File: src/assert_macros.svh
// Assertion shorthands shared by the RTL of the gyro/encoder fusion block.
// Each macro expects a clock named aclk and an active-low reset named aresetn in scope.
`ifndef ASSERT_MACROS_SVH
`define ASSERT_MACROS_SVH

// The expression holds at every clock edge outside reset.
`define EGF_ASSERT_ALWAYS(label, expr) \
    label: assert property (@(posedge aclk) disable iff (!aresetn) (expr)) \
        else $error("assertion failed");

// The consequent holds in the same cycle as the antecedent.
`define EGF_ASSERT_IMPLIES(label, ante, cons) \
    label: assert property (@(posedge aclk) disable iff (!aresetn) (ante) |-> (cons)) \
        else $error("assertion failed");

// The consequent holds in the cycle after the antecedent.
`define EGF_ASSERT_NEXT(label, ante, cons) \
    label: assert property (@(posedge aclk) disable iff (!aresetn) (ante) |=> (cons)) \
        else $error("assertion failed");

`endif

File: src/egf_serial_div.sv
// Restoring divider, one quotient bit per cycle.
// Stand-alone; used by the fusion top level.
module egf_serial_div #(
    parameter int N_W = 120,
    parameter int D_W = 97
) (
    input  logic           aclk,
    input  logic           aresetn,
    input  logic           start,
    input  logic [N_W-1:0] num,
    input  logic [D_W-1:0] den,
    output logic           done,
    output logic [N_W-1:0] quo
);
    localparam int C_W = $clog2(N_W + 1);

    logic [N_W-1:0] q_reg;
    logic [D_W-1:0] rem_reg;
    logic [D_W-1:0] den_reg;
    logic [C_W-1:0] cnt_reg;
    logic           busy_reg;
    logic           done_reg;
    logic [D_W:0]   trial;
    logic [D_W:0]   dif;
    logic           ge;

    // Shift in the next numerator bit and subtract when the divisor fits.
    assign trial = {rem_reg, q_reg[N_W-1]};
    assign dif   = trial - {1'b0, den_reg};
    assign ge    = !dif[D_W];

    always_ff @(posedge aclk) begin
        if (!aresetn) begin
            busy_reg <= 1'b0;
            done_reg <= 1'b0;
            cnt_reg  <= '0;
        end else begin
            done_reg <= 1'b0;
            if (start) begin
                q_reg    <= num;
                rem_reg  <= '0;
                den_reg  <= den;
                cnt_reg  <= C_W'(N_W);
                busy_reg <= 1'b1;
            end else if (busy_reg) begin
                rem_reg <= ge ? dif[D_W-1:0] : trial[D_W-1:0];
                q_reg   <= {q_reg[N_W-2:0], ge};
                cnt_reg <= cnt_reg - C_W'(1);
                if (cnt_reg == C_W'(1)) begin
                    busy_reg <= 1'b0;
                    done_reg <= 1'b1;
                end
            end
        end
    end

    assign done = done_reg;
    assign quo  = q_reg;

endmodule
File: config.mk
export PLATFORM = sky130hd
export DESIGN_NAME = egf_serial_div
export DESIGN_NICKNAME = d
export VERILOG_FILES = /design/src/assert_macros.svh /design/src/egf_serial_div.sv
export SDC_FILE = /design/constraint.sdc
export NUM_CORES = 1
export LEC_CHECK = 0
export BUFFER_PORTS_ARGS = -buffer_cell sky130_fd_sc_hd__buf_2
export CORE_UTILIZATION = 40
export CTS_CLUSTER_SIZE = 28
export DETAILED_ROUTE_END_ITERATION = 7
export PLACE_DENSITY_LB_ADDON = 0.1
export SYNTH_ARGS = -nofsm -noshare
export SYNTH_HDL_FRONTEND = slang
export SYNTH_SLANG_ARGS = --single-unit
File: constraint.sdc
create_clock -name aclk -period 15.3 [get_ports aclk]
set_input_delay 1.53 -clock aclk [delete_from_list [all_inputs] [get_ports aclk]]
set_output_delay 1.53 -clock aclk [all_outputs]
set_load 0.01 [all_outputs]
==> flow_summary.json <==
{
  "status": "finished with violations",
  "violations": "DRC",
  "antenna_found_initial": 21,
  "wl_per_cell_um": 19.1,
  "grt_first_pass_wirelength_um": 82100,
  "largest_reg_flops": 120,
  "synth.avg_cell_area_um2": 10.4,
  "setup.worst_path.start_class": "register",
  "io_pins": 341,
  "synth_seq_cells": 323,
  "ant_nets": 0,
  "ys_seq_area_share_pct": 50.6,
  "postCtsSetupBuffers": 0,
  "worstSetupPathType": "reg2reg",
  "r2r-end": "rem_reg[95]",
  "drc": 24,
  "ir_drop_uv": 92.3,
  "die_h_um": 220,
  "synth_area_leader_cell": "edfxtp_1",
  "r2r-start": "rem_reg[7]",
  "syn_nets": 2147,
  "synthTopCellsByArea": "edfxtp_1, mux2_2, ha_1",
  "root_buffer": "clkbuf_16",
  "finalHoldViolCount": 0,
  "grt_max_degree": 90,
  "path_max_fanout": 75,
  "portBuffers": 340,
  "cp-endpoint": "rem_reg[95]",
  "synth_top_flop_cell": "edfxtp_1",
  "fill_cells": 4442,
  "fin_area_um2": 22300,
  "setup_viol": 0,
  "p_per_area_nw_per_um2": 124,
  "gp_congestion": 0.916,
  "synthToLayoutAreaGrowth_pct": 17.6,
  "cp.arrival_ns": 6.04,
  "maxCapViolCount": 0,
  "drive_above_1_share_pct": 25.0,
  "end_kind": "register",
  "grt_pass1_vias": 14700,
  "synth_cell_types": 65,
  "num_rows": 79,
  "drv_slew": 0,
  "yosysWarnings": 0,
  "viasPerCell": 5.41,
  "post_cts_resized": 0,
  "nets": 2439,
  "netlist_instances": 1827,
  "hold_class": "reg2reg",
  "clock.fmax_mhz": 175,
  "clock_path_buffers": 3,
  "vias": 14900,
  "worst_slew_pin_slew_ns": 0.927,
  "grt_overflow": 0,
  "crit_start": "rem_reg[7]",
  "clkLatencyLatePin_ns": 0.56,
  "synth_common_cells": "edfxtp_1, nand2_1, a21oi_1, inv_1, mux2_2",
  "tns_ns": 0,
  "core_um2": 46700,
  "drt_iter0_drc": 942,
  "initial_core_util_pct": 40.7,
  "async_flop_share_pct": 0,
  "clkTransAtPathRegs_ns": 0.06,
  "synth_edf_count": 314,
  "cts_tree": "done",
  "first_pass_iters": 8,
  "r2r_setup_slack_ns": 9.57,
  "dp_cells": 2685,
  "die-area_um2": 48300,
  "dp_hpwl_um": 38800,
  "cts_buffers": 39,
  "yosysTopAreaCellShare_pct": 49.7,
  "finalCritPeriodShare_pct": 37.4,
  "ctsHoldBuffers": 0,
  "h-tree-depth": 2,
  "r2r_cells": 14,
  "grtUsageTotal_pct": 21.7,
  "die_x_um": 220,
  "p_leak_nw": 9.26,
  "period_minus_slack_ns": 5.73,
  "required_ns": 15.61,
  "drt-total-wl_um": 52800,
  "slew_headroom_pct": 37.9,
  "rsz0062_at_grt": "no",
  "clock_sinks": 323,
  "dpl_cell_area_um2": 21100,
  "skew_ns": 0.0195,
  "final_cells": 2759,
  "syn-cell-area_um2": 19000,
  "synth.most_common_cell": "edfxtp_1"
}
==> layer usage <==
layer  up-vias  track usage (%)  part of all wire, %
met1      7108             28.8                   45
met4        22             7.20                  3.0
met3       118             5.40                  6.5
met5         -                0                 0.26
li1       7238                -                    -
met2       433             34.5                   46
==> through the flow <==
step                      total power, mW  hold slack, ns  setup WS (ns)  util, %
final                                2.78           0.476           9.57     47.9
after global routing                 2.94           0.495           9.06     47.8
after CTS                            2.81           0.477           9.42     47.8
after detailed placement             1.91           0.468           9.44     45.3
after global placement               1.91           0.469           9.76     45.3
after floorplan                      1.71           0.441           7.59        -
==> cell usage in the layout, fill, tap and decap left out, drive strengths merged, types with 17 or more instances in the layout <==
cell	synthesis	routed
a21o	54	54
mux2	119	119
o21bai	17	17
nand2	270	270
nor2	75	75
a21oi	229	229
edfxtp	314	314
nor3	20	20
xor2	37	37
nand4	39	39
buf	17	347
o21ai	76	76
xnor2	58	58
clkbuf	80	47
inv	122	124
nand3	30	30
o21a	21	21
ha	99	99
==> power by group <==
part	internal, mW	switching, mW
combinational	0.303	0.478
sequential	1.08	0.0398
clock	0.504	0.378
==> critical path: stages (launching register included) <==
cell and delay, ns:
edfxtp_1 0.39, ha_1 0.39, a21oi_1 0.31, o21ai_0 0.16, a221oi_1 0.54, a311oi_1 0.23
nor4_2 0.49, o21ai_2 0.21, a21oi_2 0.34, o31a_1 0.25, o21ai_2 0.14, xnor2_2 0.73
buf_4 0.81, nor2_1 0.20, a22o_1 0.25
==> cells by family (layout without fill, tap and decap cells) <==
family	after synthesis	in the layout	synth area share [%]
AND/OR/NAND/NOR	497	497	11.7
AO/OA/AOI/OAI	474	474	15.0
flip-flops	323	323	50.6
buffers and inverters	219	537	4.57
multiplexers	119	119	7.06
adder cells (fa/ha/maj)	100	100	6.63
XOR/XNOR	95	95	4.42
other	0	7	0
==> cell type report <==
| class | count | area (um2) | share of cell area [%] |
|---|---|---|---|
| Antenna cell | 7 | 17.5 | 0.0784 |
| Clock buffer | 46 | 1000 | 4.49 |
| Clock inverter | 21 | 178 | 0.796 |
| Inverter | 122 | 458 | 2.05 |
| Multi-Input combinational cell | 1285 | 8540 | 38.2 |
| Sequential cell | 323 | 9610 | 43.0 |
| Tap cell | 607 | 759 | 3.40 |
| Timing Repair Buffer | 348 | 1770 | 7.93 |
==> how the worst min path moves through the flow <==
stage                from   end  slack [ns]  cells after the start
6_report       cnt_reg[6]  done        0.48                      1
5_1_grt        cnt_reg[6]  done        0.49                      1
4_1_cts        cnt_reg[6]  done        0.48                      1
3_5_place_dp   cnt_reg[6]  done        0.47                      1
3_3_place_gp   cnt_reg[6]  done        0.47                      1
2_1_floorplan  cnt_reg[6]  done        0.44                      1
(Power assumes the default switching activity.)
