[src/assert_macros.svh]
// Assertion shorthands shared by the RTL of the gyro/encoder fusion block.
// Each macro expects a clock named aclk and an active-low reset named aresetn in scope.
`ifndef ASSERT_MACROS_SVH
`define ASSERT_MACROS_SVH

// The expression holds at every clock edge outside reset.
`define EGF_ASSERT_ALWAYS(label, expr) \
    label: assert property (@(posedge aclk) disable iff (!aresetn) (expr)) \
        else $error("assertion failed");

// The consequent holds in the same cycle as the antecedent.
`define EGF_ASSERT_IMPLIES(label, ante, cons) \
    label: assert property (@(posedge aclk) disable iff (!aresetn) (ante) |-> (cons)) \
        else $error("assertion failed");

// The consequent holds in the cycle after the antecedent.
`define EGF_ASSERT_NEXT(label, ante, cons) \
    label: assert property (@(posedge aclk) disable iff (!aresetn) (ante) |=> (cons)) \
        else $error("assertion failed");

`endif

[src/egf_serial_mul.sv]
// Bit-serial shift-add multiplier, one multiplier bit per cycle.
// Stand-alone; used by the fusion top level.
module egf_serial_mul #(
    parameter int A_W = 57,
    parameter int B_W = 33
) (
    input  logic                 aclk,
    input  logic                 aresetn,
    input  logic                 start,
    input  logic [A_W-1:0]       a,
    input  logic [B_W-1:0]       b,
    output logic                 done,
    output logic [A_W+B_W-1:0]   prod
);
    localparam int P_W = A_W + B_W;
    localparam int C_W = $clog2(B_W + 1);

    logic [P_W:0]   acc_reg;
    logic [P_W:0]   acc_next;
    logic [A_W-1:0] a_reg;
    logic [C_W-1:0] cnt_reg;
    logic           busy_reg;
    logic           done_reg;
    logic [A_W:0]   sum;

    // Add the multiplicand when the low multiplier bit is set, then shift right.
    assign sum      = acc_reg[P_W:B_W] + (acc_reg[0] ? {1'b0, a_reg} : '0);
    assign acc_next = {1'b0, sum, acc_reg[B_W-1:1]};

    always_ff @(posedge aclk) begin
        if (!aresetn) begin
            busy_reg <= 1'b0;
            done_reg <= 1'b0;
            cnt_reg  <= '0;
        end else begin
            done_reg <= 1'b0;
            if (start) begin
                acc_reg  <= {(A_W + 1)'(0), b};
                a_reg    <= a;
                cnt_reg  <= C_W'(B_W);
                busy_reg <= 1'b1;
            end else if (busy_reg) begin
                acc_reg <= acc_next;
                cnt_reg <= cnt_reg - C_W'(1);
                if (cnt_reg == C_W'(1)) begin
                    busy_reg <= 1'b0;
                    done_reg <= 1'b1;
                end
            end
        end
    end

    assign done = done_reg;
    assign prod = acc_reg[P_W-1:0];

endmodule

[config.mk]
export PLATFORM = sky130hd
export DESIGN_NAME = egf_serial_mul
export DESIGN_NICKNAME = d
export VERILOG_FILES = /design/src/assert_macros.svh /design/src/egf_serial_mul.sv
export SDC_FILE = /design/constraint.sdc
export NUM_CORES = 1
export LEC_CHECK = 0
export BUFFER_PORTS_ARGS = -buffer_cell sky130_fd_sc_hd__buf_2
export CAP_MARGIN = 5
export CORE_UTILIZATION = 56
export CTS_CLUSTER_SIZE = 8
export DETAILED_ROUTE_END_ITERATION = 6
export GPL_TIMING_DRIVEN = 0
export PLACE_DENSITY = 0.79
export SLEW_MARGIN = 5
export SYNTH_ARGS = -nofsm -noshare
export SYNTH_HDL_FRONTEND = slang
export SYNTH_SLANG_ARGS = --single-unit
export TNS_END_PERCENT = 100
[constraint.sdc]
create_clock -name aclk -period 4.6 [get_ports aclk]
set_input_delay 0.46 -clock aclk [delete_from_list [all_inputs] [get_ports aclk]]
set_output_delay 0.46 -clock aclk [all_outputs]
set_load 0.1 [all_outputs]
==> flow_metrics.tcl, run 1 <==
set metrics [dict create \
    routedWlPerCell_um 17.15 \
    routed_via_density 5.697 \
    r2r_start "acc_reg[0]" \
    grt_pass1_wl_um 35110 \
    ir_drop_uv 288.6 \
    overflow 0 \
    cellInternalPower_w 0.002804 \
    nets 1206 \
    initial_utilization 0.5765 \
    instances_no_fill 1282 \
    cp-end-kind "flip-flop" \
    drtIter0Drc 663 \
    crit_start "acc_reg[0]" \
    detail-route-antenna-nets 0 \
    io_buffers 183 \
    pwr-share-comb 0.312 \
    drive_gt1_frac 0.2636 \
    synth-seq-cells 155 \
    power_w 0.004535 \
    hpwlAfterDp_um 16170 \
    crit_family "compound AO/OA/AOI/OAI gates" \
    core_area_um2 16000 \
    synth_edf_count 147 \
    cp_slowest_cell "edfxtp_1" \
    cts_made_buffers 17 \
    gp_congestion 0.9150 \
    grt_pass1_vias 7095 \
    drcViolationCount 1 \
    period_share 0.9039 \
    cp-start-kind "flip-flop" \
    routed_wl_um 21990 \
    postCtsSetupBuffers 0 \
    yosysMostFrequentCell "edfxtp_1" \
    fp.dieW_um 130.3 \
    final_area_um2 11040 \
    seq_power_share 0.386 \
    firstDrtPassIters 7 \
    detailed_place.area_um2 10470 \
    slowest_delay_ns 0.60 \
    rsz0062_at_grt "false" \
    crit_cells 14 \
    slew_headroom 0.5393 \
    path_cells "clkbuf_2 > and2_1 > ha_1 > inv_1 > fa_1 > nand2b_1 > a21oi_1 > o21ai_1 > o21ai_2 > a211o_1 > a41o_1 > a21o_1 > a41oi_2 > mux2_1" \
    slew_violations 0 \
    finalHoldViolations 0 \
    antenna_found_initial 1 \
    clk_pin_slew_ns 0.07 \
    diodes 0 \
    crit_fanout 13 \
    yosys_warnings 0 \
    io_pins 184 \
    finClkSkew_ns 0.01238 \
    wl_met1_um 9784 \
    nFillCells 1282 \
    failed_checks "design-rule violations" \
    yosysSeqAreaShare 0.4959 \
    worstSkewPairLatency_ns 0.44 \
    outcome "complete, but fails checks" \
    syn_inst 850 \
    required_ns 4.78 \
    synth_flop_cell "edfxtp_1" \
    top_layer_used "met5" \
    largest_reg_flops 90 \
    yosys.area.top_type_share 0.4786 \
    synthTopCellsByCount "edfxtp_1, nor2_1, a21oi_1, and2_1, ha_1" \
    synth_cell_types 64 \
    max_clock_freq_ghz 0.2405 \
    power_leakage_nw 4.633 \
    path_buf_inv 2 \
    syn_area_um2 9224 \
    rows 46 \
    area_growth_pct 19.64 \
    die-height_um 130.3 \
    swShare 0.3818 \
    p_switching_w 0.001731 \
    whs_path_depth 1 \
    yosys.area.top_type "edfxtp_1" \
    post-route-min-period_ns 4.158 \
    ff2ff_setup_slack_ns 0.44 \
    synthTopCellsByArea "edfxtp_1, ha_1, mux2_2" \
    tritoncts "yes" \
    worst_pin_slew_ns 0.6911 \
    clkPwrFrac 0.302 \
    avgSynthCellArea_um2 10.85 \
    vias 7303 \
    hold_path.class "input port to flip-flop" \
    rr_worst_depth 14 \
    setup-violations-final 0 \
    syn_nets 1003 \
    criticalPathCategory "flip-flop to flip-flop" \
    cts_max_path_buffers 2 \
    drv_cap 0 \
    grt_util_all_layers 0.2707 \
    hp-start "a[7]" \
    timing.hold.ws_ns 0.1896 \
    power_density_nw_per_um2 411.0 \
    utilization 0.6897 \
    async_flop_share 0 \
    root_buffer "clkbuf_16" \
    dpl.cell_count 1251 \
    wl_met2_um 10460 \
    htreeDepth 4 \
    die-area_um2 16990 \
    grt_max_degree 48 \
    wl_met3_um 1333 \
    cts.sink_count 155 \
    crit_arrival_ns 4.34 \
]
-- final cells by class --
type | instances | area, um2 | share of cell area
timing repair buffer | 185 | 963.4 | 0.08730
inverter | 22 | 82.58 | 0.007483
buffer | 35 | 142.6 | 0.01293
tap | 216 | 270.3 | 0.02449
clock inverter | 15 | 147.6 | 0.01338
multi-input combinational | 637 | 4429 | 0.4014
clock buffer | 17 | 425.4 | 0.03855
sequential | 155 | 4574 | 0.4145
-- power groups by stage --
stage | Sequential, W | Combinational (W) | Clock [W]
after CTS | 0.00175 | 0.00141 | 0.00138
after floorplan | 0.00226 | 0.000639 | 0
after global placement | 0.00178 | 0.00138 | 0
final | 0.00175 | 0.00142 | 0.00137
after detailed placement | 0.00178 | 0.00140 | 0
after global routing | 0.00176 | 0.00152 | 0.00144
-- path summary, 6_finish.rpt --
check,end
worst max-delay path,acc_reg[84]
worst min-delay path,a_reg[7]
worst max register to register,acc_reg[84]
worst min register to register,cnt_reg[1]
-- cell usage in the layout (no fill, tap or decap), types with 10 or more instances in the layout --
| cell | Yosys | layout |
|---|---|---|
| buf_2 | 7 | 190 |
| edfxtp_1 | 147 | 147 |
| nor2_1 | 94 | 94 |
| a21oi_1 | 63 | 63 |
| and2_1 | 60 | 60 |
| ha_1 | 59 | 59 |
| nand2_1 | 50 | 50 |
| mux2_2 | 36 | 36 |
| a21o_1 | 31 | 31 |
| o21ai_0 | 28 | 28 |
| xor2_1 | 25 | 25 |
| clkbuf_1 | 25 | 23 |
| xnor2_1 | 23 | 23 |
| inv_1 | 22 | 21 |
| nor3_1 | 21 | 21 |
| clkbuf_16 | 0 | 17 |
| nand4_1 | 14 | 14 |
| o21bai_1 | 13 | 13 |
| nor2b_1 | 10 | 10 |
-- routing by layer --
layer  global-route usage  vias up
met5                    0        -
met2               0.4449      267
met3              0.05658       40
met1               0.3542     3441
met4              0.09872        2
li1                     -     3553
-- stage by stage --
stage / setup TNS [ns] / setup slack, ns
final: 0 / 0.4421
after detailed placement: 0 / 0.1323
after global routing: 0 / 0.1196
after floorplan: 0 / 0.4481
after global placement: -14.98 / -0.1707
after CTS: 0 / 0.1043
-- logic make-up after synthesis --
group / count (synthesis) / synth area share
XOR/XNOR: 48 / 0.04558
multiplexers: 40 / 0.04870
buffers and inverters: 58 / 0.02469
adder cells (fa/ha/maj): 60 / 0.08220
AO/OA/AOI/OAI: 212 / 0.1563
flip-flops: 155 / 0.4959
AND/OR/NAND/NOR: 277 / 0.1466
-- what timing repair did --
action                                  in CTS  in global routing
hold buffers                                 0                  0
endpoints found under the hold margin        0                  0
gates resized for setup                      0                  2
endpoints found under the setup margin       0                  7
Note: power is estimated with default switching activity, not from simulation.
==> run 2, diff against run 1 <==
- CAP_MARGIN: 5 -> 25
- clock period: 4.6 -> 4.2 ns (I/O delays scaled with it)
==> flow_metrics.tcl, run 2 (synthesis results as in run 1) <==
set metrics [dict create \
    ir_drop_uv 316.6 \
    worst_slack_ns 0.2130 \
    r2r-end "acc_reg[86]" \
    required_ns 4.36 \
    clk_pin_slew_ns 0.07 \
    cp-end-kind "flip-flop" \
    min_to "a_reg[7]" \
    fp.dieW_um 130.3 \
    crit_fanout 10 \
    grt_util_all_layers 0.2703 \
    cts_max_path_buffers 2 \
    whs_path_depth 1 \
    diodes 0 \
    ff2ff_setup_slack_ns 0.21 \
    final_common_cell "buf_2" \
    setup_tns_ns 0 \
    outcome "complete, no violations" \
    cts_hold_buf 0 \
    rr_worst_depth 12 \
    crit_arrival_ns 4.14 \
    timing.hold.ws_ns 0.1503 \
    htreeDepth 4 \
    worstSkewPairLatency_ns 0.44 \
    nets 1209 \
    core_area_um2 16000 \
    slowest_delay_ns 0.48 \
    vias 7262 \
    io_pins 184 \
    grt_max_degree 48 \
    hold_path.class "input port to flip-flop" \
    die-height_um 130.3 \
    routed_via_density 5.651 \
    finClkSkew_ns 0.01094 \
    rows 46 \
    r2r_start "acc_reg[0]" \
    initial_utilization 0.5765 \
    cts.sink_count 155 \
    rsz0062_at_grt "false" \
    crit_start "acc_reg[0]" \
    slew_violations 0 \
    routedWlPerCell_um 17.17 \
    drtIter0Drc 600 \
    max_clock_freq_ghz 0.2508 \
    finalHoldViolations 0 \
    hpwlAfterDp_um 16170 \
    cts_made_buffers 17 \
    overflow 0 \
    drive_gt1_frac 0.2666 \
    gp_congestion 0.9150 \
    grt_pass1_vias 7083 \
    utilization 0.6910 \
    detail-route-antenna-nets 0 \
    path_common_cell "a21oi_1" \
    mostFrequentLayoutCells "buf_2, edfxtp_1, nor2_1" \
    power_density_nw_per_um2 449.5 \
    area_growth_pct 19.87 \
    routed_wl_um 22060 \
    worst_pin_slew_ns 0.6889 \
    io_buffers 183 \
    path_buf_inv 1 \
    drv_cap 0 \
    grt_pass1_wl_um 35070 \
    power_leakage_nw 4.644 \
    slew_headroom 0.5407 \
    period_share 0.9493 \
    post-route-min-period_ns 3.987 \
    firstDrtPassIters 5 \
    cp_slowest_cell "edfxtp_1" \
    setup-violations-final 0 \
    crit_family "compound AO/OA/AOI/OAI gates" \
    tritoncts "yes" \
    die-area_um2 16990 \
    path_cells "clkbuf_1 > and2_1 > ha_1 > a21oi_1 > o22ai_1 > a41oi_1 > nor2_1 > a41o_1 > a21oi_1 > o21ai_0 > o41ai_1 > a31oi_1" \
    cp-start-kind "flip-flop" \
    dp_slack_ns -0.2677 \
    largest_reg_flops 90 \
    criticalPathCategory "flip-flop to flip-flop" \
    hp-start "a[7]" \
    root_buffer "clkbuf_16" \
    antenna_found_initial 1 \
    drcViolationCount 0 \
]
run 2: cell count changes in the layout (fill, tap and decap cells not counted), sizes merged:
cell,previous run,this run
buf,195,197
clkbuf,42,43
run 2: metrics by stage:
| stage | power, W | instances | cell area (um2) |
|---|---|---|---|
| 2_1_floorplan | 0.003175 | 850 | 9224 |
| 3_3_place_gp | 0.003460 | 1249 | 10410 |
| 3_5_place_dp | 0.003482 | 1251 | 10470 |
| 4_1_cts | 0.004976 | 1282 | 11040 |
| 5_1_grt | 0.005170 | 1285 | 11060 |
| 6_report | 0.004970 | 1285 | 11060 |
run 2: cell type report:
type	count	area, um2
Tap cell	216	270.3
Multi-Input combinational cell	637	4431
Clock buffer	17	425.4
Timing Repair Buffer	188	983.4
Buffer	35	142.6
Sequential cell	155	4574
Fill cell	1282	4943
Inverter	22	82.58
Clock inverter	15	147.6
run 2: power by group:
group | internal, W | leakage, nW | switching (W)
clock network | 0.000789 | 0.282 | 0.000711
registers | 0.00185 | 1.47 | 0.0000615
logic | 0.000432 | 2.89 | 0.00113
run 2: per-layer routing:
metal	track usage	vias to the layer above	wire length [um]
li1	-	3557	-
met1	0.3539	3423	9857
met2	0.4459	244	10530
met3	0.05658	36	1262
met4	0.09466	2	392
met5	0	-	13
run 2: how the worst max path moves through the flow:
stage                       end  cells past startpoint  slack [ns]
floorplan           acc_reg[84]                     15        0.05
global placement    acc_reg[64]                      3       -0.53
detailed placement  acc_reg[84]                     15       -0.27
CTS                 acc_reg[84]                     14        0.02
global route        acc_reg[86]                     12        0.02
finish              acc_reg[86]                     12        0.21
run 2: what timing repair did:
item | CTS | global route
resized for setup | 1 | 2
buffers inserted | 0 | 3
endpoints found under the setup margin | 8 | 7
==> run 3, diff against run 2 <==
- ABC_AREA: default -> 1
- CORE_UTILIZATION: 56 -> 58
- PLACE_DENSITY: 0.79 -> 0.8
==> flow_metrics.tcl, run 3 <==
set metrics [dict create \
    outcome "complete, no violations" \
    setup_tns_ns 0 \
    rsz0062_at_grt "false" \
    nFillCells 1636 \
    crit_fanout 10 \
    yosys.area.top_type_share 0.3978 \
    io_pins 184 \
    yosysMostFrequentCell "nand2_1" \
    cp-start-kind "flip-flop" \
    path_cells "clkbuf_1 > buf_1 > nand2_1 > inv_1 > ha_1 > inv_1 > fa_1 > inv_1 > nand2_1 > nand2_1 > nand3_1 > nand2_2 > nand2_1 > nand2_1 > nand2_1 > nand3_1 > nand2_1 > nand2_1 > nor2_1" \
    die-height_um 140.3 \
    crit_end "acc_reg[76]" \
    grt_pass1_vias 9657 \
    largest_reg_flops 90 \
    yosysSeqAreaShare 0.4123 \
    hold_path.class "input port to flip-flop" \
    vias 10270 \
    synth-compound-area-share 0.05390 \
    max_clock_freq_ghz 0.2524 \
    diodes 0 \
    initial_utilization 0.5932 \
    core_area_um2 18710 \
    grt_max_degree 57 \
    root_buffer "clkbuf_16" \
    grt_util_all_layers 0.3183 \
    clk_pin_slew_ns 0.08 \
    cts_resized 0 \
    dp_slack_ns 0.3597 \
    routedWlPerCell_um 14.68 \
    criticalPathCategory "flip-flop to flip-flop" \
    firstDrtPassIters 5 \
    final_area_um2 12930 \
    setup-violations-final 0 \
    synth-seq-cells 155 \
    drtIter0Drc 635 \
    cts_max_path_buffers 2 \
    crit_start "acc_reg[0]" \
    syn_inst 1624 \
    tritoncts "yes" \
    path_common_cell "nand2_1" \
    die-area_um2 19690 \
    cp_slowest_cell "clkbuf_1" \
    postCtsSetupBuffers 0 \
    grt_pass1_wl_um 47730 \
    finalHoldViolations 0 \
    post-route-min-period_ns 3.962 \
    crit_cells 19 \
    cp-end-kind "flip-flop" \
    rows 50 \
    r2r_start "acc_reg[0]" \
    async_flop_share 0 \
    slew_violations 0 \
    nets 1980 \
    rr_worst_depth 19 \
    yosys.area.top_type "edfxtp_1" \
    synthTopCellsByCount "nand2_1, inv_1, edfxtp_1, nor2_1, a21oi_1" \
    synth.mux.area_fraction 0 \
    drv_cap 0 \
    htreeDepth 4 \
    fp.dieW_um 140.3 \
    avgSynthCellArea_um2 6.832 \
    period_share 0.9433 \
    antenna_found_initial 0 \
    ir_drop_uv 305.5 \
    path_buf_inv 5 \
    synthXorXnorAreaFrac 0 \
    cts_hold_buf 0 \
    slowest_delay_ns 0.66 \
    power_density_nw_per_um2 421.7 \
    synth_top_family_by_area "simple AND/OR/NAND/NOR gates" \
    detailed_place.area_um2 12350 \
    yosys_warnings 0 \
    crit_arrival_ns 4.16 \
    cts_made_buffers 17 \
    required_ns 4.40 \
    syn_area_um2 11100 \
    detail-route-antenna-nets 0 \
    routed_wl_um 30440 \
    syn_nets 1777 \
    synthSimpleGateAreaFrac 0.3368 \
    synth_edf_count 147 \
    drive_gt1_frac 0.1571 \
    synth_cell_types 34 \
    overflow 0 \
    synthAdderAreaFrac 0.06834 \
    worstSkewPairLatency_ns 0.44 \
    gp_congestion 0.9830 \
    synthTopCellsByArea "edfxtp_1, nand2_1, inv_1" \
    mostFrequentLayoutCells "nand2_1, inv_1, buf_2" \
    crit_family "buffers and inverters" \
    drcViolationCount 0 \
    worst_slack_ns 0.2383 \
    cts.sink_count 155 \
    worst_pin_slew_ns 0.8339 \
    r2r-end "acc_reg[76]" \
    slew_headroom 0.4441 \
    io_buffers 182 \
    ff2ff_setup_slack_ns 0.24 \
    final_common_cell "nand2_1" \
    power_leakage_nw 7.274 \
    routed_via_density 4.954 \
    utilization 0.6913 \
    finClkSkew_ns 0.01283 \
    hpwlAfterDp_um 24700 \
    synth_flop_cell "edfxtp_1" \
    area_growth_pct 16.54 \
    timing.hold.ws_ns 0.1429 \
]
-- run 3: cell types whose count changed after synthesis, sizes merged, moves of 12 or more --
| cell | delta |
|---|---|
| nand3 | +43 |
| xnor2 | -23 |
| xor2 | -25 |
| a21o | -31 |
| inv | +335 |
| o21bai | -12 |
| nor3 | -14 |
| nor2 | +75 |
| and2 | -57 |
| nand2 | +630 |
| mux2 | -39 |
| nand4 | -14 |
| clkbuf | -12 |
-- run 3: how the worst min path moves through the flow --
| stage | from | to | slack, ns | depth (start not counted) |
|---|---|---|---|---|
| 2_1_floorplan | busy_reg | cnt_reg[1] | 0.47 | 1 |
| 3_3_place_gp | cnt_reg[0] | cnt_reg[0] | 0.49 | 2 |
| 3_5_place_dp | cnt_reg[0] | cnt_reg[0] | 0.51 | 2 |
| 4_1_cts | a[49] | a_reg[49] | 0.14 | 1 |
| 5_1_grt | a[47] | a_reg[47] | 0.14 | 1 |
| 6_report | a[49] | a_reg[49] | 0.14 | 1 |
-- run 3: metal layers --
metal | up-vias | GRT usage | part of all wire
met4 | 0 | 0.1191 | 0.032
met3 | 63 | 0.06906 | 0.078
met1 | 4512 | 0.4041 | 0.43
li1 | 5331 | - | -
met2 | 368 | 0.5329 | 0.46
met5 | - | 0 | 0
-- run 3: worst reg2reg max path, stage by stage (launching register included) --
cell and delay (ns):
edfxtp_1 0.47, clkbuf_1 0.67, buf_1 0.42, nand2_1 0.10, inv_1 0.07, ha_1 0.19
inv_1 0.07, fa_1 0.37, inv_1 0.15, nand2_1 0.09, nand2_1 0.09, nand3_1 0.08
nand2_2 0.18, nand2_1 0.08, nand2_1 0.21, nand2_1 0.09, nand3_1 0.19, nand2_1 0.08
nand2_1 0.06, nor2_1 0.04
-- run 3: logic make-up (layout without fill, tap and decap cells) --
kind of cell,after synthesis,count (layout)
AND/OR/NAND/NOR,915,915
buffers and inverters,379,595
flip-flops,155,155
AO/OA/AOI/OAI,115,115
adder cells (fa/ha/maj),60,60
-- run 3: per-stage QoR --
stage / std cells / power [W]
final: 2074 / 0.005453
after global routing: 2074 / 0.005679
after CTS: 2074 / 0.005452
after detailed placement: 2042 / 0.003913
after global placement: 2040 / 0.003888
after floorplan: 1624 / 0.003473
-- run 3: power by group --
part           leakage [nW]  internal, W  switching, W
combinational          5.50     0.000428       0.00152
sequential             1.49      0.00187     0.0000729
clock                 0.284     0.000797      0.000757
total                  7.27      0.00310       0.00235
-- run 3: layout make-up --
cell class              count  area, um2  area share
inverters                 359       1348      0.1042
well taps                 234      292.8     0.02264
multi-input cells        1090       5101      0.3945
flip-flops and latches    155       4574      0.3537
plain buffers              20      80.08    0.006193
clock buffers              18      429.2     0.03319
repair buffers            184      958.4     0.07412
clock inverters            14      147.6     0.01142
